### src/hdl/lcif_pkg.sv
package lcif_pkg;

	// Result status codes
	typedef enum logic [1:0] {
		STAT_OK    = 2'd0,
		STAT_NOINT = 2'd1,
		STAT_COIN  = 2'd2,
		STAT_SAT   = 2'd3
	} status_t;

	// Configuration register indexes
	typedef enum logic [1:0] {
		REG_RADIUS   = 2'd0,
		REG_CENTER_X = 2'd1,
		REG_CENTER_Y = 2'd2,
		REG_NONE     = 2'd3
	} reg_idx_t;

	// Work carried through one square-root cell
	typedef struct packed {
		logic [127:0] rad;
		logic [65:0]  rem;
		logic [63:0]  root;
		logic [62:0]  a;
		logic [63:0]  habs;
		status_t      stat;
	} sqrt_t;

	// Work carried through one divider cell
	typedef struct packed {
		logic [62:0] rem;
		logic [31:0] xlo;
		logic [31:0] q;
		logic [62:0] a;
		status_t     stat;
	} div_t;

	// Halve a 33-bit difference toward zero when sh is set
	function automatic logic signed [31:0] halve33(input logic signed [32:0] v, input logic sh);
		logic signed [32:0] t;
		t = v + $signed({32'b0, v[32]});
		return sh ? t[32:1] : v[31:0];
	endfunction

	// True when the magnitude reaches 2^31
	function automatic logic big33(input logic signed [32:0] v);
		return (v > 33'sd2147483647) || (v < -33'sd2147483647);
	endfunction

endpackage

### src/hdl/lcif_sqrt_cell.sv
module lcif_sqrt_cell (
	input  logic            clk,
	input  logic            arst_n,
	input  logic            en,
	input  logic            in_valid,
	input  lcif_pkg::sqrt_t in_data,
	output logic            out_valid,
	output lcif_pkg::sqrt_t out_data
);

	logic            vld_q;
	lcif_pkg::sqrt_t data_q;
	lcif_pkg::sqrt_t nxt;
	logic [67:0]     r2;
	logic [67:0]     trial;

	// Resolve one root bit from the next pair of radicand bits
	always_comb begin
		nxt = in_data;
		r2 = {in_data.rem, in_data.rad[127:126]};
		trial = {2'b0, in_data.root, 2'b01};
		nxt.rad = {in_data.rad[125:0], 2'b00};
		if (r2 >= trial) begin
			nxt.rem = 66'(r2 - trial);
			nxt.root = {in_data.root[62:0], 1'b1};
		end else begin
			nxt.rem = r2[65:0];
			nxt.root = {in_data.root[62:0], 1'b0};
		end
	end

	// Advance the request
	always_ff @(posedge clk or negedge arst_n) begin
		if (!arst_n) begin
			vld_q <= 1'b0;
		end else if (en) begin
			vld_q <= in_valid;
		end
	end

	always_ff @(posedge clk) begin
		if (en) begin
			data_q <= nxt;
		end
	end

	assign out_valid = vld_q;
	assign out_data = data_q;

endmodule

### config.mk
export PLATFORM = sky130hd
export DESIGN_NAME = lcif_sqrt_cell
export DESIGN_NICKNAME = d
export VERILOG_FILES = /design/src/hdl/lcif_pkg.sv /design/src/hdl/lcif_sqrt_cell.sv
export SDC_FILE = /design/constraint.sdc
export NUM_CORES = 1
export LEC_CHECK = 0
export ABC_AREA = 1
export BUFFER_PORTS_ARGS = -buffer_cell sky130_fd_sc_hd__buf_2
export CORE_AREA = 2 2 306 308
export CTS_CLUSTER_DIAMETER = 150
export DETAILED_ROUTE_END_ITERATION = 10
export DIE_AREA = 0 0 308 310
export GPL_ROUTABILITY_DRIVEN = 0
export SETUP_SLACK_MARGIN = 0.1
export SYNTH_ARGS = -nofsm -noshare
export SYNTH_HDL_FRONTEND = slang
export SYNTH_SLANG_ARGS = --single-unit
### constraint.sdc
create_clock -name clk -period 1 [get_ports clk]
set_input_delay 0.1 -clock clk [delete_from_list [all_inputs] [get_ports clk]]
set_output_delay 0.1 -clock clk [all_outputs]
set_load 0.05 [all_outputs]
==> flow_summary_export.csv <==
group,metric,value,unit
floorplanning,core,92500,um^2
min_path,min_path_type,"input pin to flip-flop",
grt,grt_use_met2,0.412,
clock_network,root_buffer,"clkbuf_16",
grt,met1_usage,0.247,
layout,num-nets-final,3953,
critical_path,timing.rr.end,"out_valid",
place,dp_slack,-1570,ps
logic_synthesis,synth_cell_type_count,31,
power,powerDensity,1570,nW/um^2
critical_path,r2r_cells,1,
clock_network,cts_tree,"done",
logic_synthesis,ys_seq_elements,386,
place,place_area,27800,um^2
floorplanning,ioPinCount,779,
detailed_routing,drc,0,
run_status,status,"complete, but fails checks",
clock_network,clk_pin_slew,60,ps
layout,design_area,35900,um^2
critical_path,path_cells,"buf_6 > inv_2 > ha_4 > nand2_4 > inv_4 > nand2_4 > buf_6 > nor2_4 > nand2_2 > nor2_4 > nand3_2 > a21oi_2 > nor2_4 > nand2_8 > buf_12 > buf_12 > buf_8 > o21ai_2",
critical_path,worstPathBufferInverterCount,7,
place,place_inst,4201,
layout,fin_cells,4746,
layout,layout-area-overhead-vs-synth,94.0,%
timing,maxSlewViolCount,0,
grt,grt.total_usage,0.231,
min_path,holdPathEnd,"out_data[214]",
power,ir_drop,1.28,mV
timing,fin_setup_tns,-256210,ps
run_status,violations,"negative setup slack",
clock_network,numClockSinks,386,
logic_synthesis,synth_simple_gate_area_frac,0.202,
clock_network,cts_buffers,48,
detailed_routing,wirelength,117,mm
clock_network,ctsHtreeMaxLevel,2,
logic_synthesis,seq_area_frac_synth,0.626,
grt,grt_first_pass_wirelength,152,mm
detailed_routing,drtIter0Drc,1719,
timing,tightest_slew,592,ps
place,dp_hpwl,94.0,mm
detailed_routing,wl_per_cell,24.6,um
power,leakage,16.7,nW
critical_path,r2r_slack,210,ps
floorplanning,start_util,0.200,
critical_path,cp-start-kind,"input pin",
place,io_buffer_count,776,
critical_path,end_kind,"flip-flop",
logic_synthesis,syn_inst,1889,
timing,rsz0062_at_grt,"yes",
grt,grt_max_degree,32,
grt,busiest_layer,"met2",
timing,clock_skew,0,ps
grt,grt_overflow,0,
logic_synthesis,netlist_area,18500,um^2
grt,grtUsageMet3,0.0814,
floorplanning,row_count,112,
timing,setup_ws,-632,ps
critical_path,path_delay_family,"buffers and inverters",
logic_synthesis,muxShareOfSynthArea,0.000608,
floorplanning,die_width,308,um
timing,max_freq,613,MHz
layout,final_util,0.388,
critical_path,critPathSlowestCell,"ha_4",
logic_synthesis,synth.avg_cell_area,9.80,um^2
timing,finalSetupViolCount,816,
timing,slew_headroom,0.604,
layout,drive_above_1_share,0.481,
power,power,56.5,mW
clock_network,cts_max_path_buffers,3,
min_path,hold_depth,5,
critical_path,cpPeakStageDelay,270,ps
grt,antenna_found_initial,37,
detailed_routing,via_count,20294,
critical_path,worstSetupPathType,"input pin to flip-flop",
floorplanning,die_h,310,um
critical_path,worstPathMaxFanout,7,
logic_synthesis,synth_compound_area_frac,0.0349,
timing,whs,71.9,ps
floorplanning,fp.dieArea,95500,um^2
detailed_routing,via_per_inst,4.28,
detailed_routing,ant_nets,0,
timing,period_needed,1630,ps
critical_path,r2r-start,"out_valid",
grt,grt_pass1_vias,20278,
logic_synthesis,yosys_warnings,0,
timing,fin_crit_sh,1.63,
logic_synthesis,synth_xor_area_frac,0.0156,
critical_path,critPathRequiredTime,1370,ps
critical_path,crit_arrival,2010,ps
flow_run,drv_cap,0,
logic_synthesis,synthAdderAreaFrac,0.0446,
min_path,hp-start,"in_data[212]",
critical_path,critPathMostFrequentCell,"nor2_4",
detailed_routing,first_pass_iters,5,
timing,hold_viol_final,0,
logic_synthesis,synth_top_family_by_area,"simple AND/OR/NAND/NOR gates",
clock_network,clk_latency,620,ps
## metal layers
layer | routed length (um) | vias to the layer above
met5 | 149 | -
li1 | - | 9378
met4 | 6320 | 22
met1 | 41000 | 9728
met2 | 57300 | 939
met3 | 11900 | 227
## flip-flops by register name, summed over array words and instances (netlist names)
name	count
out_data	385
out_valid	1
## Yosys cell counts
cell type,n,area share
nand2_1,674,0.14
edfxtp_1,385,0.62
inv_1,311,0.063
nor2_1,101,0.020
nand3_1,83,0.022
a21oi_1,82,0.022
ha_1,66,0.045
xor2_1,30,0.014
inv_2,26,0.0053
o21ai_0,22,0.0059
nand4_1,18,0.0061
nor3_1,18,0.0049
nand3b_1,13,0.0053
o21bai_1,11,0.0045
nand2_2,8,0.0027
nor2_2,7,0.0024
buf_2,5,0.0014
buf_4,5,0.0020
buf_6,5,0.0030
o21ai_1,4,0.0011
nor4_1,3,0.0010
xnor2_1,3,0.0014
a21boi_0,1,0.00041
a21oi_2,1,0.00047
and3_1,1,0.00034
buf_8,1,0.00081
clkinv_1,1,0.00020
conb_1,1,0.00020
dfrtp_1,1,0.0014
mux2_2,1,0.00061
o211ai_1,1,0.00041
## final cells by class
class | count | area, um^2
Antenna cell | 15 | 37.5
Tap cell | 1197 | 1500
Timing Repair Buffer | 1572 | 12300
Fill cell | 9160 | 56600
Multi-Input combinational cell | 1150 | 7570
Clock inverter | 30 | 234
Sequential cell | 386 | 11600
Clock buffer | 58 | 1300
Inverter | 338 | 1350
## cells by family (layout without fill, tap and decap cells)
kind of cell	count (synthesis)	count (layout)
muxes	1	1
xor gates and xnor gates	33	33
buffers and inverters	354	1998
AOI/OAI and AO/OA	122	122
other	1	17
and+or+nand+nor	926	926
adders and majority gates	66	66
DFF	386	386
## power by group
part	switching, mW	internal, mW
registers	0.633	19.6
clock network	7.63	9.80
logic	12.1	6.78
## timing repair
| item | in CTS | in global routing |
|---|---|---|
| hold buffers | 390 | 0 |
| pin swaps | 137 | 42 |
| setup buffers | 44 | 4 |
| hold endpoints to repair | 425 | 0 |
| setup endpoints to repair | 453 | 816 |
| cloned | 3 | 2 |
| resized for setup | 516 | 181 |
## worst max path at each step
stage / depth (start not counted) / slack, ps / endpoint / start
detailed placement: 14 / -1570 / out_data[194] / in_data[151]
global placement: 14 / -1530 / out_data[194] / in_data[151]
floorplan: 17 / -880 / out_data[243] / in_data[177]
CTS: 18 / -530 / out_data[194] / in_data[159]
finish: 18 / -630 / out_data[194] / in_data[162]
global route: 21 / -690 / out_data[258] / in_data[162]
## layout by cell type, fill, tap and decap left out, types with 6 or more instances in the layout
| master | synthesis | layout |
|---|---|---|
| a21oi_1 | 82 | 45 |
| a21oi_2 | 1 | 31 |
| a21oi_4 | 0 | 7 |
| buf_12 | 0 | 41 |
| buf_2 | 5 | 621 |
| buf_4 | 5 | 386 |
| buf_6 | 5 | 123 |
| buf_8 | 1 | 8 |
| clkbuf_16 | 0 | 50 |
| clkinv_1 | 1 | 9 |
| clkinv_2 | 0 | 7 |
| diode_2 | 0 | 15 |
| dlygate4sd3_1 | 0 | 390 |
| edfxtp_1 | 385 | 385 |
| ha_4 | 0 | 62 |
| inv_1 | 311 | 251 |
| inv_2 | 26 | 56 |
| inv_4 | 0 | 27 |
| inv_6 | 0 | 6 |
| nand2_1 | 674 | 528 |
| nand2_2 | 8 | 120 |
| nand2_4 | 0 | 33 |
| nand3_1 | 83 | 51 |
| nand3_2 | 0 | 27 |
| nand3b_1 | 13 | 13 |
| nand4_1 | 18 | 18 |
| nor2_1 | 101 | 58 |
| nor2_2 | 7 | 27 |
| nor2_4 | 0 | 23 |
| nor3_1 | 18 | 9 |
| nor3_2 | 0 | 8 |
| o21ai_0 | 22 | 15 |
| o21bai_1 | 11 | 10 |
| xor2_1 | 30 | 28 |
Power figures use the tool's default switching activity.
